<file path="config.mk">
export PLATFORM = sky130hd
export DESIGN_NAME = pareto_front_ranker_core
export DESIGN_NICKNAME = d
export VERILOG_FILES = /design/src/rtl/core/pfr_pkg.sv /design/src/rtl/core/pfr_ram.sv /design/src/rtl/core/pfr_front.sv /design/src/rtl/core/pfr_queue.sv /design/src/rtl/core/pfr_back.sv /design/src/rtl/core/pareto_front_ranker_core.sv
export SDC_FILE = /design/constraint.sdc
export NUM_CORES = 2
export LEC_CHECK = 0
export ABC_AREA = 0
export BUFFER_PORTS_ARGS = -buffer_cell sky130_fd_sc_hd__buf_2
export CAP_MARGIN = 10
export CELL_PAD_IN_SITES_DETAIL_PLACEMENT = 1
export CELL_PAD_IN_SITES_GLOBAL_PLACEMENT = 1
export CORE_MARGIN = 1.5
export CORE_UTILIZATION = 57
export DETAILED_ROUTE_END_ITERATION = 12
export PLACE_DENSITY_LB_ADDON = 0.3
export SYNTH_ARGS = -nofsm -noshare
export SYNTH_HDL_FRONTEND = slang
export SYNTH_SLANG_ARGS = --single-unit
</file>
<file path="constraint.sdc">
create_clock -name aclk -period 14.6 [get_ports aclk]
set_input_delay 2.92 -clock aclk [delete_from_list [all_inputs] [get_ports aclk]]
set_output_delay 2.92 -clock aclk [all_outputs]
set_load 0.02 [all_outputs]
</file>
<file path="src/rtl/core/pfr_pkg.sv">
//------------------------------------------------------------------------------
// pfr_pkg: shared types and constants of the Pareto front ranker
// Field widths, stream layout, the queued command and the result record.
//------------------------------------------------------------------------------
package pfr_pkg;

    localparam int POINTS_MAX_DEF = 16;
    localparam int QUEUE_DEPTH    = 2;

    localparam int PERF_W      = 32;
    localparam int COST_W      = 31;
    localparam int SEL_W       = 4;
    localparam int SEL_RESET   = 3;
    localparam int IDX_OUT_W   = 4;
    localparam int FRONT_OUT_W = 5;

    localparam int S_TDATA_W = 64;
    localparam int M_TDATA_W = 16;

    // one accepted point as seen by the ranking engine
    typedef struct packed {
        logic                     load;
        logic                     last;
        logic signed [PERF_W-1:0] perf;
        logic [COST_W-1:0]        cost;
    } pfr_cmd_t;

    typedef struct packed {
        logic [IDX_OUT_W-1:0]   point_index;
        logic [FRONT_OUT_W-1:0] front_number;
        logic                   on_edge_front;
        logic [FRONT_OUT_W-1:0] edge_front;
        logic                   last_result;
    } pfr_result_t;

endpackage

</file>
<file path="src/rtl/core/pfr_ram.sv">
//------------------------------------------------------------------------------
// pfr_ram: generic single-write, single-read RAM
// One write port and one read port with registered, enabled read data.
//------------------------------------------------------------------------------
module pfr_ram #(
    parameter int WIDTH = 8,
    parameter int DEPTH = 16
) (
    input  logic                     aclk,
    input  logic                     wr_en,
    input  logic [$clog2(DEPTH)-1:0] wr_addr,
    input  logic [WIDTH-1:0]         wr_data,
    input  logic                     rd_en,
    input  logic [$clog2(DEPTH)-1:0] rd_addr,
    output logic [WIDTH-1:0]         rd_data
);

    logic [WIDTH-1:0] mem_reg [DEPTH];
    logic [WIDTH-1:0] rd_data_reg;

    always_ff @(posedge aclk) begin
        if (wr_en) begin
            mem_reg[wr_addr] <= wr_data;
        end
        if (rd_en) begin
            rd_data_reg <= mem_reg[rd_addr];
        end
    end

    assign rd_data = rd_data_reg;

endmodule

</file>
<file path="src/rtl/core/pfr_front.sv">
//------------------------------------------------------------------------------
// pfr_front: input side of the ranker
// Accept points, classify each as stored or dropped and push it to the queue.
//------------------------------------------------------------------------------
module pfr_front #(
    parameter int POINTS_MAX = pfr_pkg::POINTS_MAX_DEF
) (
    input  logic                             aclk,
    input  logic                             aresetn,
    input  logic                             s_axis_tvalid,
    output logic                             s_axis_tready,
    input  logic [pfr_pkg::S_TDATA_W-1:0]    s_axis_tdata,
    input  logic                             s_axis_tlast,
    output logic                             push_valid,
    input  logic                             push_ready,
    output pfr_pkg::pfr_cmd_t                push_cmd
);
    import pfr_pkg::*;

    localparam int CNT_W = $clog2(POINTS_MAX + 1);

    logic [CNT_W-1:0] count_reg;
    logic [CNT_W-1:0] count_next;
    logic             take;

    assign s_axis_tready = push_ready;
    assign push_valid    = s_axis_tvalid;
    assign take          = s_axis_tvalid && push_ready;

    always_comb begin
        push_cmd.perf = s_axis_tdata[PERF_W-1:0];
        push_cmd.cost = s_axis_tdata[PERF_W+COST_W-1:PERF_W];
        push_cmd.last = s_axis_tlast;
        // drop once the store is full
        push_cmd.load = (count_reg < CNT_W'(POINTS_MAX));
    end

    always_comb begin
        count_next = count_reg;
        if (take) begin
            if (s_axis_tlast) begin
                count_next = '0;
            end else if (push_cmd.load) begin
                count_next = count_reg + CNT_W'(1);
            end
        end
    end

    always_ff @(posedge aclk) begin
        if (!aresetn) begin
            count_reg <= '0;
        end else begin
            count_reg <= count_next;
        end
    end

endmodule

</file>
<file path="src/rtl/core/pfr_queue.sv">
//------------------------------------------------------------------------------
// pfr_queue: short command queue
// Decouple the accepting front from the ranking engine.
//------------------------------------------------------------------------------
module pfr_queue (
    input  logic              aclk,
    input  logic              aresetn,
    input  logic              push_valid,
    output logic              push_ready,
    input  pfr_pkg::pfr_cmd_t push_cmd,
    output logic              pop_valid,
    input  logic              pop_ready,
    output pfr_pkg::pfr_cmd_t pop_cmd
);
    import pfr_pkg::*;

    localparam int PTR_W = (QUEUE_DEPTH > 1) ? $clog2(QUEUE_DEPTH) : 1;
    localparam int CNT_W = $clog2(QUEUE_DEPTH + 1);

    pfr_cmd_t         slot_reg [QUEUE_DEPTH];
    logic [PTR_W-1:0] wr_ptr_reg;
    logic [PTR_W-1:0] rd_ptr_reg;
    logic [CNT_W-1:0] fill_reg;
    logic             do_push;
    logic             do_pop;

    assign push_ready = (fill_reg != CNT_W'(QUEUE_DEPTH));
    assign pop_valid  = (fill_reg != '0);
    assign pop_cmd    = slot_reg[rd_ptr_reg];
    assign do_push    = push_valid && push_ready;
    assign do_pop     = pop_valid && pop_ready;

    always_ff @(posedge aclk) begin
        if (do_push) begin
            slot_reg[wr_ptr_reg] <= push_cmd;
        end
    end

    always_ff @(posedge aclk) begin
        if (!aresetn) begin
            wr_ptr_reg <= '0;
            rd_ptr_reg <= '0;
            fill_reg   <= '0;
        end else begin
            if (do_push) begin
                wr_ptr_reg <= wr_ptr_reg + PTR_W'(1);
            end
            if (do_pop) begin
                rd_ptr_reg <= rd_ptr_reg + PTR_W'(1);
            end
            if (do_push && !do_pop) begin
                fill_reg <= fill_reg + CNT_W'(1);
            end else if (do_pop && !do_push) begin
                fill_reg <= fill_reg - CNT_W'(1);
            end
        end
    end

endmodule

</file>
<file path="src/rtl/core/pfr_back.sv">
//------------------------------------------------------------------------------
// pfr_back: ranking engine
// Store points, run layered front passes with one pairwise test a cycle,
// then emit one result per point through a registered output stage.
//------------------------------------------------------------------------------
module pfr_back #(
    parameter int POINTS_MAX = pfr_pkg::POINTS_MAX_DEF
) (
    input  logic                        aclk,
    input  logic                        aresetn,
    input  logic                        cmd_valid,
    output logic                        cmd_ready,
    input  pfr_pkg::pfr_cmd_t           cmd,
    input  logic [pfr_pkg::SEL_W-1:0]   select_count,
    output logic                        res_valid,
    input  logic                        res_ready,
    output pfr_pkg::pfr_result_t        res
);
    import pfr_pkg::*;

    localparam int IDX_W   = $clog2(POINTS_MAX);
    localparam int CNT_W   = $clog2(POINTS_MAX + 1);
    localparam int FRONT_W = CNT_W;
    localparam int PT_W    = PERF_W + COST_W;

    typedef enum logic [2:0] {
        ST_IDLE,
        ST_I_CHECK,
        ST_I_FETCH,
        ST_J_SCAN,
        ST_PASS_END,
        ST_OUT_REQ,
        ST_OUT_PUT
    } state_t;

    state_t                   state_reg;
    logic [CNT_W-1:0]         cnt_reg;
    logic [CNT_W-1:0]         ranked_reg;
    logic [FRONT_W-1:0]       front_reg;
    logic [FRONT_W-1:0]       edge_front_reg;
    logic [IDX_W-1:0]         i_reg;
    logic [IDX_W-1:0]         j_reg;
    logic [IDX_W-1:0]         k_reg;
    logic signed [PERF_W-1:0] perf_i_reg;
    logic [COST_W-1:0]        cost_i_reg;
    logic [POINTS_MAX-1:0]    unranked_reg;
    logic [POINTS_MAX-1:0]    newly_reg;
    logic                     res_valid_reg;
    pfr_result_t              res_reg;

    logic                     pt_wr_en;
    logic                     pt_rd_en;
    logic [IDX_W-1:0]         pt_rd_addr;
    logic [PT_W-1:0]          pt_rd_data;
    logic signed [PERF_W-1:0] perf_j;
    logic [COST_W-1:0]        cost_j;
    logic                     fr_wr_en;
    logic                     fr_rd_en;
    logic [FRONT_W-1:0]       fr_rd_data;
    logic [FRONT_W-1:0]       front_val;
    logic                     beats;
    logic                     i_last;
    logic                     j_last;
    logic                     k_last;
    logic                     out_free;
    logic                     stop;

    pfr_ram #(
        .WIDTH (PT_W),
        .DEPTH (POINTS_MAX)
    ) u_point_ram (
        .aclk    (aclk),
        .wr_en   (pt_wr_en),
        .wr_addr (cnt_reg[IDX_W-1:0]),
        .wr_data ({cmd.cost, cmd.perf}),
        .rd_en   (pt_rd_en),
        .rd_addr (pt_rd_addr),
        .rd_data (pt_rd_data)
    );

    pfr_ram #(
        .WIDTH (FRONT_W),
        .DEPTH (POINTS_MAX)
    ) u_front_ram (
        .aclk    (aclk),
        .wr_en   (fr_wr_en),
        .wr_addr (i_reg),
        .wr_data (front_reg),
        .rd_en   (fr_rd_en),
        .rd_addr (k_reg),
        .rd_data (fr_rd_data)
    );

    assign cmd_ready = (state_reg == ST_IDLE);
    assign pt_wr_en  = (state_reg == ST_IDLE) && cmd_valid && cmd.load;
    assign perf_j    = pt_rd_data[PERF_W-1:0];
    assign cost_j    = pt_rd_data[PT_W-1:PERF_W];

    assign i_last = ((CNT_W'(i_reg) + CNT_W'(1)) == cnt_reg);
    assign j_last = ((CNT_W'(j_reg) + CNT_W'(1)) == cnt_reg);
    assign k_last = ((CNT_W'(k_reg) + CNT_W'(1)) == cnt_reg);

    // only points unranked at the start of the pass may dominate
    assign beats = unranked_reg[j_reg] && (j_reg != i_reg) &&
                   (((perf_j >= perf_i_reg) && (cost_j < cost_i_reg)) ||
                    ((perf_j > perf_i_reg) && (cost_j <= cost_i_reg)));

    assign fr_wr_en  = (state_reg == ST_J_SCAN) && !beats && j_last;
    assign fr_rd_en  = (state_reg == ST_OUT_REQ);
    assign front_val = unranked_reg[k_reg] ? '0 : fr_rd_data;
    assign out_free  = !res_valid_reg || res_ready;
    assign stop      = (int'(ranked_reg) > int'(select_count)) || (ranked_reg >= cnt_reg);

    always_comb begin
        pt_rd_en   = 1'b0;
        pt_rd_addr = i_reg;
        case (state_reg)
            ST_I_CHECK: begin
                pt_rd_en   = unranked_reg[i_reg];
                pt_rd_addr = i_reg;
            end
            ST_I_FETCH: begin
                pt_rd_en   = 1'b1;
                pt_rd_addr = '0;
            end
            ST_J_SCAN: begin
                pt_rd_en   = 1'b1;
                pt_rd_addr = j_reg + IDX_W'(1);
            end
            default: begin
                pt_rd_en   = 1'b0;
                pt_rd_addr = i_reg;
            end
        endcase
    end

    always_ff @(posedge aclk) begin
        if (!aresetn) begin
            state_reg     <= ST_IDLE;
            cnt_reg       <= '0;
            ranked_reg    <= '0;
            front_reg     <= FRONT_W'(1);
            unranked_reg  <= '0;
            newly_reg     <= '0;
            res_valid_reg <= 1'b0;
        end else begin
            // drop the valid once taken, unless a new result replaces it
            if (res_valid_reg && res_ready && (state_reg != ST_OUT_PUT)) begin
                res_valid_reg <= 1'b0;
            end
            case (state_reg)
                ST_IDLE: begin
                    if (cmd_valid) begin
                        if (cmd.load) begin
                            unranked_reg[cnt_reg[IDX_W-1:0]] <= 1'b1;
                            cnt_reg <= cnt_reg + CNT_W'(1);
                        end
                        if (cmd.last) begin
                            i_reg     <= '0;
                            state_reg <= ST_I_CHECK;
                        end
                    end
                end
                ST_I_CHECK: begin
                    if (unranked_reg[i_reg]) begin
                        state_reg <= ST_I_FETCH;
                    end else if (i_last) begin
                        state_reg <= ST_PASS_END;
                    end else begin
                        i_reg <= i_reg + IDX_W'(1);
                    end
                end
                ST_I_FETCH: begin
                    perf_i_reg <= perf_j;
                    cost_i_reg <= cost_j;
                    j_reg      <= '0;
                    state_reg  <= ST_J_SCAN;
                end
                ST_J_SCAN: begin
                    if (beats || j_last) begin
                        if (!beats) begin
                            newly_reg[i_reg] <= 1'b1;
                            ranked_reg       <= ranked_reg + CNT_W'(1);
                        end
                        if (i_last) begin
                            state_reg <= ST_PASS_END;
                        end else begin
                            i_reg     <= i_reg + IDX_W'(1);
                            state_reg <= ST_I_CHECK;
                        end
                    end else begin
                        j_reg <= j_reg + IDX_W'(1);
                    end
                end
                ST_PASS_END: begin
                    unranked_reg <= unranked_reg & ~newly_reg;
                    newly_reg    <= '0;
                    if (stop) begin
                        edge_front_reg <= front_reg;
                        k_reg          <= '0;
                        state_reg      <= ST_OUT_REQ;
                    end else begin
                        front_reg <= front_reg + FRONT_W'(1);
                        i_reg     <= '0;
                        state_reg <= ST_I_CHECK;
                    end
                end
                ST_OUT_REQ: begin
                    state_reg <= ST_OUT_PUT;
                end
                ST_OUT_PUT: begin
                    if (out_free) begin
                        res_valid_reg         <= 1'b1;
                        res_reg.point_index   <= IDX_OUT_W'(k_reg);
                        res_reg.front_number  <= FRONT_OUT_W'(front_val);
                        res_reg.on_edge_front <= (front_val != '0) &&
                                                 (front_val == edge_front_reg);
                        res_reg.edge_front    <= FRONT_OUT_W'(edge_front_reg);
                        res_reg.last_result   <= k_last;
                        if (k_last) begin
                            cnt_reg      <= '0;
                            ranked_reg   <= '0;
                            front_reg    <= FRONT_W'(1);
                            unranked_reg <= '0;
                            state_reg    <= ST_IDLE;
                        end else begin
                            k_reg     <= k_reg + IDX_W'(1);
                            state_reg <= ST_OUT_REQ;
                        end
                    end
                end
                default: begin
                    state_reg <= ST_IDLE;
                end
            endcase
        end
    end

    assign res_valid = res_valid_reg;
    assign res       = res_reg;

endmodule

</file>
<file path="src/rtl/core/pareto_front_ranker_core.sv">
// Ranking: the last point of a set starts ranking, over up to n passes (n points held);
//   each pass tests every point still unranked at its start against the others.
// Throughput: one point a cycle while the engine is idle; points wait while a set is
//   ranked or its results go out.
// Reset: synchronous, active low; clears the set, the queue and the output stage and
//   sets select_count to 3. Point and front stores are not cleared and need no pass.
//------------------------------------------------------------------------------
// pareto_front_ranker_core: layered Pareto front assignment
// Load a set of (performance, cost) points, rank them into non-dominated
// fronts on the last point, and stream out one result per stored point.
//------------------------------------------------------------------------------
module pareto_front_ranker_core #(
    parameter int POINTS_MAX = pfr_pkg::POINTS_MAX_DEF
) (
    input  logic                          aclk,
    input  logic                          aresetn,
    // configuration: select_count
    input  logic                          cfg_wr_en,
    input  logic [pfr_pkg::SEL_W-1:0]     cfg_wr_data,
    // point stream
    input  logic                          s_axis_tvalid,
    output logic                          s_axis_tready,
    input  logic [pfr_pkg::S_TDATA_W-1:0] s_axis_tdata,  // point_performance, point_cost
    input  logic                          s_axis_tlast,  // last_point
    // result stream
    output logic                          m_axis_tvalid,
    input  logic                          m_axis_tready,
    output logic [pfr_pkg::M_TDATA_W-1:0] m_axis_tdata,  // point_index, front_number,
                                                         // edge_front
    output logic                          m_axis_tuser,  // on_edge_front
    output logic                          m_axis_tlast   // last_result
);
    import pfr_pkg::*;

    logic [SEL_W-1:0] select_count_reg;
    logic             q_push_valid;
    logic             q_push_ready;
    pfr_cmd_t         q_push_cmd;
    logic             q_pop_valid;
    logic             q_pop_ready;
    pfr_cmd_t         q_pop_cmd;
    pfr_result_t      result;

    // Hold the ranking threshold; the user must write it only while the block is idle (not enforced here).
    always_ff @(posedge aclk) begin
        if (!aresetn) begin
            select_count_reg <= SEL_W'(SEL_RESET);
        end else if (cfg_wr_en) begin
            select_count_reg <= cfg_wr_data;
        end
    end

    // Front: accept each transaction, decide store or drop, push it on.
    pfr_front #(
        .POINTS_MAX (POINTS_MAX)
    ) u_front (
        .aclk          (aclk),
        .aresetn       (aresetn),
        .s_axis_tvalid (s_axis_tvalid),
        .s_axis_tready (s_axis_tready),
        .s_axis_tdata  (s_axis_tdata),
        .s_axis_tlast  (s_axis_tlast),
        .push_valid    (q_push_valid),
        .push_ready    (q_push_ready),
        .push_cmd      (q_push_cmd)
    );

    // Queue: let loading run ahead while the engine is busy.
    pfr_queue u_queue (
        .aclk       (aclk),
        .aresetn    (aresetn),
        .push_valid (q_push_valid),
        .push_ready (q_push_ready),
        .push_cmd   (q_push_cmd),
        .pop_valid  (q_pop_valid),
        .pop_ready  (q_pop_ready),
        .pop_cmd    (q_pop_cmd)
    );

    // Back: store points, rank on the last one, emit results in load order.
    pfr_back #(
        .POINTS_MAX (POINTS_MAX)
    ) u_back (
        .aclk         (aclk),
        .aresetn      (aresetn),
        .cmd_valid    (q_pop_valid),
        .cmd_ready    (q_pop_ready),
        .cmd          (q_pop_cmd),
        .select_count (select_count_reg),
        .res_valid    (m_axis_tvalid),
        .res_ready    (m_axis_tready),
        .res          (result)
    );

    // Pack the result transaction, first field in the lowest bits.
    assign m_axis_tdata = {{(M_TDATA_W - IDX_OUT_W - 2 * FRONT_OUT_W){1'b0}},
                           result.edge_front, result.front_number, result.point_index};
    assign m_axis_tuser = result.on_edge_front;
    assign m_axis_tlast = result.last_result;

endmodule

</file>
=== Word level (Yosys, flattened, before mapping) ===
Memory sizes are Yosys's and may differ from the RTL's. A register that Yosys moved wholly into a read port is not among the register bits.
Cells that the tools add are included.

* Register bits: 160
* RAM bits: 1,218
* Bits of input ports: 74
* Memories: 3

{| class="wikitable"
|+ Memories
! name !! depth !! width !! read ports !! clocked after Yosys merged registers in !! wr ports !! line !! text
|-
| u_back.u_point_ram.mem_reg || 16 || 63 || 1 || 1 || 1 || pfr_ram.sv:18 || <nowiki>logic [WIDTH-1:0] mem_reg [DEPTH];</nowiki>
|-
| u_queue.slot_reg || 2 || 65 || 1 || 1 || 1 || pfr_queue.sv:20 || <nowiki>pfr_cmd_t slot_reg [QUEUE_DEPTH];</nowiki>
|-
| u_back.u_front_ram.mem_reg || 16 || 5 || 1 || 1 || 1 || pfr_ram.sv:18 ||
|}

* Add/sub/neg operators: 14
* $lt $le $gt $ge: 13
* Equality and inequality tests: 26
* Multiplexer cells: 71
* Bitwise logic cells: 4
* Reduce and logical (&&, ||, !) cells: 50

{| class="wikitable"
|+ Operator list
! operator !! count
|-
| $mux 16 || 6
|-
| $mux 5 || 12
|-
| $pmux 16 s3 || 1
|-
| $mux 4 || 10
|-
| $ge 32x32->1 || 1
|-
| $gt 32x32->1 || 1
|-
| $or 16x16->16 || 2
|-
| $pmux 16 s2 || 1
|-
| $le 31x31->1 || 1
|-
| $lt 31x31->1 || 1
|-
| $pmux 5 s2 || 3
|-
| $mux 3 || 9
|-
| $reduce_and 5->1 || 5
|-
| $pmux 4 s2 || 3
|-
| $pmux 3 s7 || 1
|-
| $add 5x1->5 const B || 4
|-
| $eq 5x5->1 || 4
|-
| $lt 4x5->1 const B || 4
|-
| $and 16x16->16 || 1
|-
| $logic_and 1x1->1 || 16
|-
| $mux 1 || 16
|-
| $not 16->16 || 1
|-
| $pmux 4 s4 || 1
|-
| $reduce_bool 2->1 || 8
|-
| 32 further kinds || 66
|}

=== Logic depth before layout (Yosys ltp) ===
* Depth after elaboration: 9
* Mapped depth: 11
* Depth with buffers taken out: 10

=== Cells and area by module ===
From an unflattened synthesis, not the netlist that was laid out.

* Cells, all modules: 2,875
* Area, all modules: 56,812.0 µm²

{| class="wikitable"
|+ By module, submodules not included
! module !! times used !! cells each !! area each (µm²)
|-
| pfr_ram at u_back.u_point_ram || 1 || 1,622 || 39,620.5
|-
| pfr_back || 1 || 762 || 8,100.3
|-
| pfr_queue || 1 || 226 || 4,926.0
|-
| pfr_ram at u_back.u_front_ram || 1 || 155 || 3,263.1
|-
| pfr_front || 1 || 94 || 738.2
|-
| pareto_front_ranker_core || 1 || 16 || 163.9
|}

=== Worst setup path before layout ===
No wires, ideal clock.

* Path type: input port to flip-flop
* Start point: in aresetn
* End point: reg u_back.cost_i_reg[0], enable pin
* Library setup time: 484 ps
* Arrival: 5,903 ps
* Data required time: 14,116 ps
* Path slack: 8,213 ps
* Stages: 3
* Buffers on the path: 1
* Cell sequence: clkbuf_1 nand2_1 nor2_1

* Longest elaborated chain between the ends: 1

{| class="wikitable"
|+ Ends and longest elaborated chain
! element !! line !! text
|-
| start: declaration || pareto_front_ranker_core.sv:16 || <nowiki>input logic aresetn,</nowiki>
|-
| $reduce_and 2->1 (no source line) || n/a ||
|-
| end signal: assignment || pfr_back.sv:175 || <nowiki>cost_i_reg <= cost_j;</nowiki>
|-
| end: declaration || pfr_back.sv:45 || <nowiki>logic [COST_W-1:0] cost_i_reg;</nowiki>
|}

No other way between the ends.
A chain may end at the register's enable or synchronous reset.

=== Worst setup path in the final report ===
* Start point: reg u_back.u_point_ram.rd_data_reg[31], in the netlist u_back.u_point_ram.rd_data[31], read port of u_back.u_point_ram.mem_reg
* End point: mem u_back.u_front_ram.mem_reg[0][0] (netlist bit), enable pin

* Longest elaborated chain between the ends: 9
* Elaborated cells on any way between the ends: 11
* Classes of those cells: 2 x order compare; 2 x mux; 7 x reduce/logical

{| class="wikitable"
|+ Ends and longest elaborated chain
! element !! line !! text
|-
| start: declaration || pfr_ram.sv:19 || <nowiki>logic [WIDTH-1:0] rd_data_reg;</nowiki>
|-
| $ge 32x32->1 / $gt 32x32->1 (equally long branches) || pfr_back.sv:105, pfr_back.sv:106 ||
|-
| $logic_and 1x1->1, on equally long branches || pfr_back.sv:105, pfr_back.sv:106 ||
|-
| $logic_or 1x1->1 * || pfr_back.sv:105 || <nowiki>(((perf_j >= perf_i_reg) && (cost_j < cost_i_reg)) ||</nowiki>
|-
| $logic_and 1x1->1 * || pfr_back.sv:104 || <nowiki>assign beats = unranked_reg[j_reg] && (j_reg != i_reg) &&</nowiki>
|-
| $logic_not 1->1 * || pfr_back.sv:108 || <nowiki>assign fr_wr_en = (state_reg == ST_J_SCAN) && !beats && j_last;</nowiki>
|-
| $logic_and 1x1->1 * (2 in series) || pfr_back.sv:108 ||
|-
| $mux 1 * || pfr_ram.sv:22 || <nowiki>if (wr_en) begin</nowiki>
|-
| $mux 1 (implied by the code) * || pfr_ram.sv:23 || <nowiki>mem_reg[wr_addr] <= wr_data;</nowiki>
|-
| end: declaration || pfr_ram.sv:18 ||
|}

Every way passes the cells marked *; elsewhere a longest branch is shown, timed or not.

==> results.py <==
metrics = {
    "global_routing": {
        "grt_max_degree": 204,
        "grt_use_met1_pct": 38.32,
        "use_met2_pct": 53.64,
        "gr-total-overflow": 0,
        "grt-busiest-layer": "met2",
        "antenna_found_initial": 1,
        "grt_util_all_layers_pct": 30.56,
        "grt_pass1_vias": 38630,
        "grt_pass1_wl_um": 235600,
        "grt_use_met3_pct": 3.854,
    },
    "layout": {
        "largest_register_ffs": 1008,
        "layout_commonest_cell": "edfxtp_1",
        "fillerInstances": 9293,
        "final_area_um2": 64480,
        "nets": 4370,
        "final_cells": 5692,
        "area_growth_pct": 11.19,
        "drive_gt1_share_pct": 11.21,
        "final_cell_mix": "edfxtp_1 (1382), nand2_1 (1065), nand3_1 (268), a311oi_1 (189), clkbuf_16 (153)",
    },
    "min_path": {
        "min-delay-path-class": "reg2reg",
    },
    "timing": {
        "relSlewSlack_pct": 23.60,
        "setup_viol": 0,
        "hold_viol_final": 0,
        "maxSlewViolCount": 0,
        "final.setup.tns_ps": 0,
        "rsz0062_at_grt": "no",
        "skew_ps": 26.78,
        "layout_min_cycle_time_ps": 5094,
        "min_period_over_period_pct": 34.89,
        "worst_pin_slew_ps": 1146,
        "max_freq_mhz": 196.3,
    },
    "clock_network": {
        "cts.repair.resized": 0,
        "htreeDepth": 4,
        "cts_hold_buffers": 0,
        "clockRootBuffer": "clkbuf_16",
        "cts_tree": "built",
        "clock_path_buffers": 3,
        "cts_buffers": 148,
        "clkLatencyLatePin_ps": 770,
        "clk_pin_slew_ps": 60,
        "cts_setup_buffers": 0,
        "clkSinkCount": 1447,
    },
    "worst_setup_path": {
        "endpoint_kind": "register",
        "worst_ep_required_time_ps": 14970,
        "cp.arrival_ps": 5470,
        "critPathKind": "reg2reg",
        "cp-start-kind": "register",
        "cp_max_fo": 27,
    },
    "die": {
        "die-area_um2": 103700,
        "ios": 94,
        "die_h_um": 322.0,
        "core_area_um2": 100400,
        "start_util_pct": 57.74,
        "dieWidth_um": 322.0,
        "rows": 116,
    },
    "placement": {
        "dp_hpwl_um": 81420,
        "dp_cells": 5417,
        "port_buffers": 90,
        "gp_congestion": 0.7919,
        "place_area_um2": 59790,
    },
    "synthesis": {
        "ys_ff_latch": 1447,
        "netlist.area_leader.share_pct": 71.57,
        "ys_seq_area_share_pct": 73.81,
        "synth.avg_cell_area_um2": 13.91,
        "yosys_warnings": 0,
        "ys_types": 70,
        "synth-edff-count": 1382,
        "async_reset_ff_share_pct": 0,
        "yosys_most_used_dff": "edfxtp_1",
        "syn_area_um2": 57990,
        "netlist.top_cell.by_area": "edfxtp_1",
        "postSynthCellCount": 4168,
        "ys_top_cells_by_area": "edfxtp_1 (72%), nand2_1 (6.9%), a311oi_1 (2.9%)",
    },
    "power": {
        "power_mw": 12.52,
        "ir_drop_mv": 0.2554,
        "leakage_nw": 22.29,
        "pwr_density_cell_nw_per_um2": 194.2,
    },
    "routing": {
        "wire_per_inst_um": 27.76,
        "vias": 36140,
        "dr.pass1.iters": 6,
        "drc_errors": 0,
        "antenna_violating_nets_post_route": 0,
        "initialDrtViolationCount": 3730,
        "drt-total-wl_um": 158000,
        "vias_per_cell": 6.349,
    },
    "status": {
        "outcome": "finished, final reports clean",
    },
    "run": {
        "max-cap-violations": 0,
    },
}
path summary, 6_finish.rpt:
check,startpoint,end,slack (ps),cells past startpoint
min reg2reg,u_back.u_point_ram.rd_data[34],u_back.cost_i_reg[2],460,0
min,u_back.u_point_ram.rd_data[34],u_back.cost_i_reg[2],460,0
max reg2reg,u_back.u_point_ram.rd_data[31],u_back.u_front_ram.mem_reg[0][0],9510,9
max,u_back.u_point_ram.rd_data[31],u_back.u_front_ram.mem_reg[0][0],9510,9
cell families after synthesis:
kind of cell    synth area share [%]
buf+inv                        2.367
simple gates                   12.35
xor+xnor                      0.4833
flops                          73.81
other cells                 0.006467
mux                            2.960
compound gates                 6.171
fa+ha+maj                      1.856
where the power goes:
| group | switching, mW | internal (mW) | total, mW |
|---|---|---|---|
| Combinational | 2.53 | 0.955 | 3.48 |
| Clock | 1.58 | 2.11 | 3.69 |
| Sequential | 0.157 | 5.19 | 5.34 |
| Total | 4.27 | 8.25 | 12.5 |
metal layers:
metal  part of all wire, %  routed length, um
met1                    38              60500
met2                    52              81950
met3                   6.1               9636
met4                   3.7               5908
met5                     0                  0
worst max-delay path: stages (launching register included):
cell and delay (ps):
edfxtp_1 450, ha_1 400, nand4_1 270, nor3_1 520
nand3_1 490, a31oi_1 700, a21oi_1 240, o2bb2ai_4 650
nand2_1 300, nor3_1 670
layout make-up:
type | count | area [um^2] | area share [%]
Timing Repair Buffer | 146 | 945.9 | 1.467
Clock buffer | 186 | 3983 | 6.177
Clock inverter | 88 | 706.9 | 1.096
Multi-Input combinational cell | 2382 | 14020 | 21.74
Tap cell | 1357 | 1698 | 2.633
Sequential cell | 1447 | 42800 | 66.39
Inverter | 85 | 319.1 | 0.4948
Antenna cell | 1 | 2.502 | 0.003881
cells in the mapped netlist, types with 11 or more instances:
master       n
a21oi_1    106
a311oi_1   189
a31oi_1     82
and3_1     133
buf_1       31
buf_2       35
clkbuf_1   179
dfxtp_1     65
edfxtp_1  1382
ha_1        86
inv_1       85
mux2_2      63
mux4_2      33
nand2_1   1066
nand3_1    268
nand4_1     22
nor2_1      99
nor2b_1     20
nor3_1      11
o21a_1      35
o21ai_0     24
xnor2_1     19
xor2_1      13
stage by stage:
step | hold slack, ps | util, % | setup slack (ps)
6_report | 464.9 | 64.20 | 9506
5_1_grt | 464.3 | 64.20 | 9321
4_1_cts | 460.5 | 64.20 | 9548
3_5_place_dp | 448.8 | 59.53 | 9249
3_3_place_gp | 436.6 | 59.53 | 9288
2_1_floorplan | 426.4 | - | 8213
No activity file was read; power rests on OpenSTA's default activity.
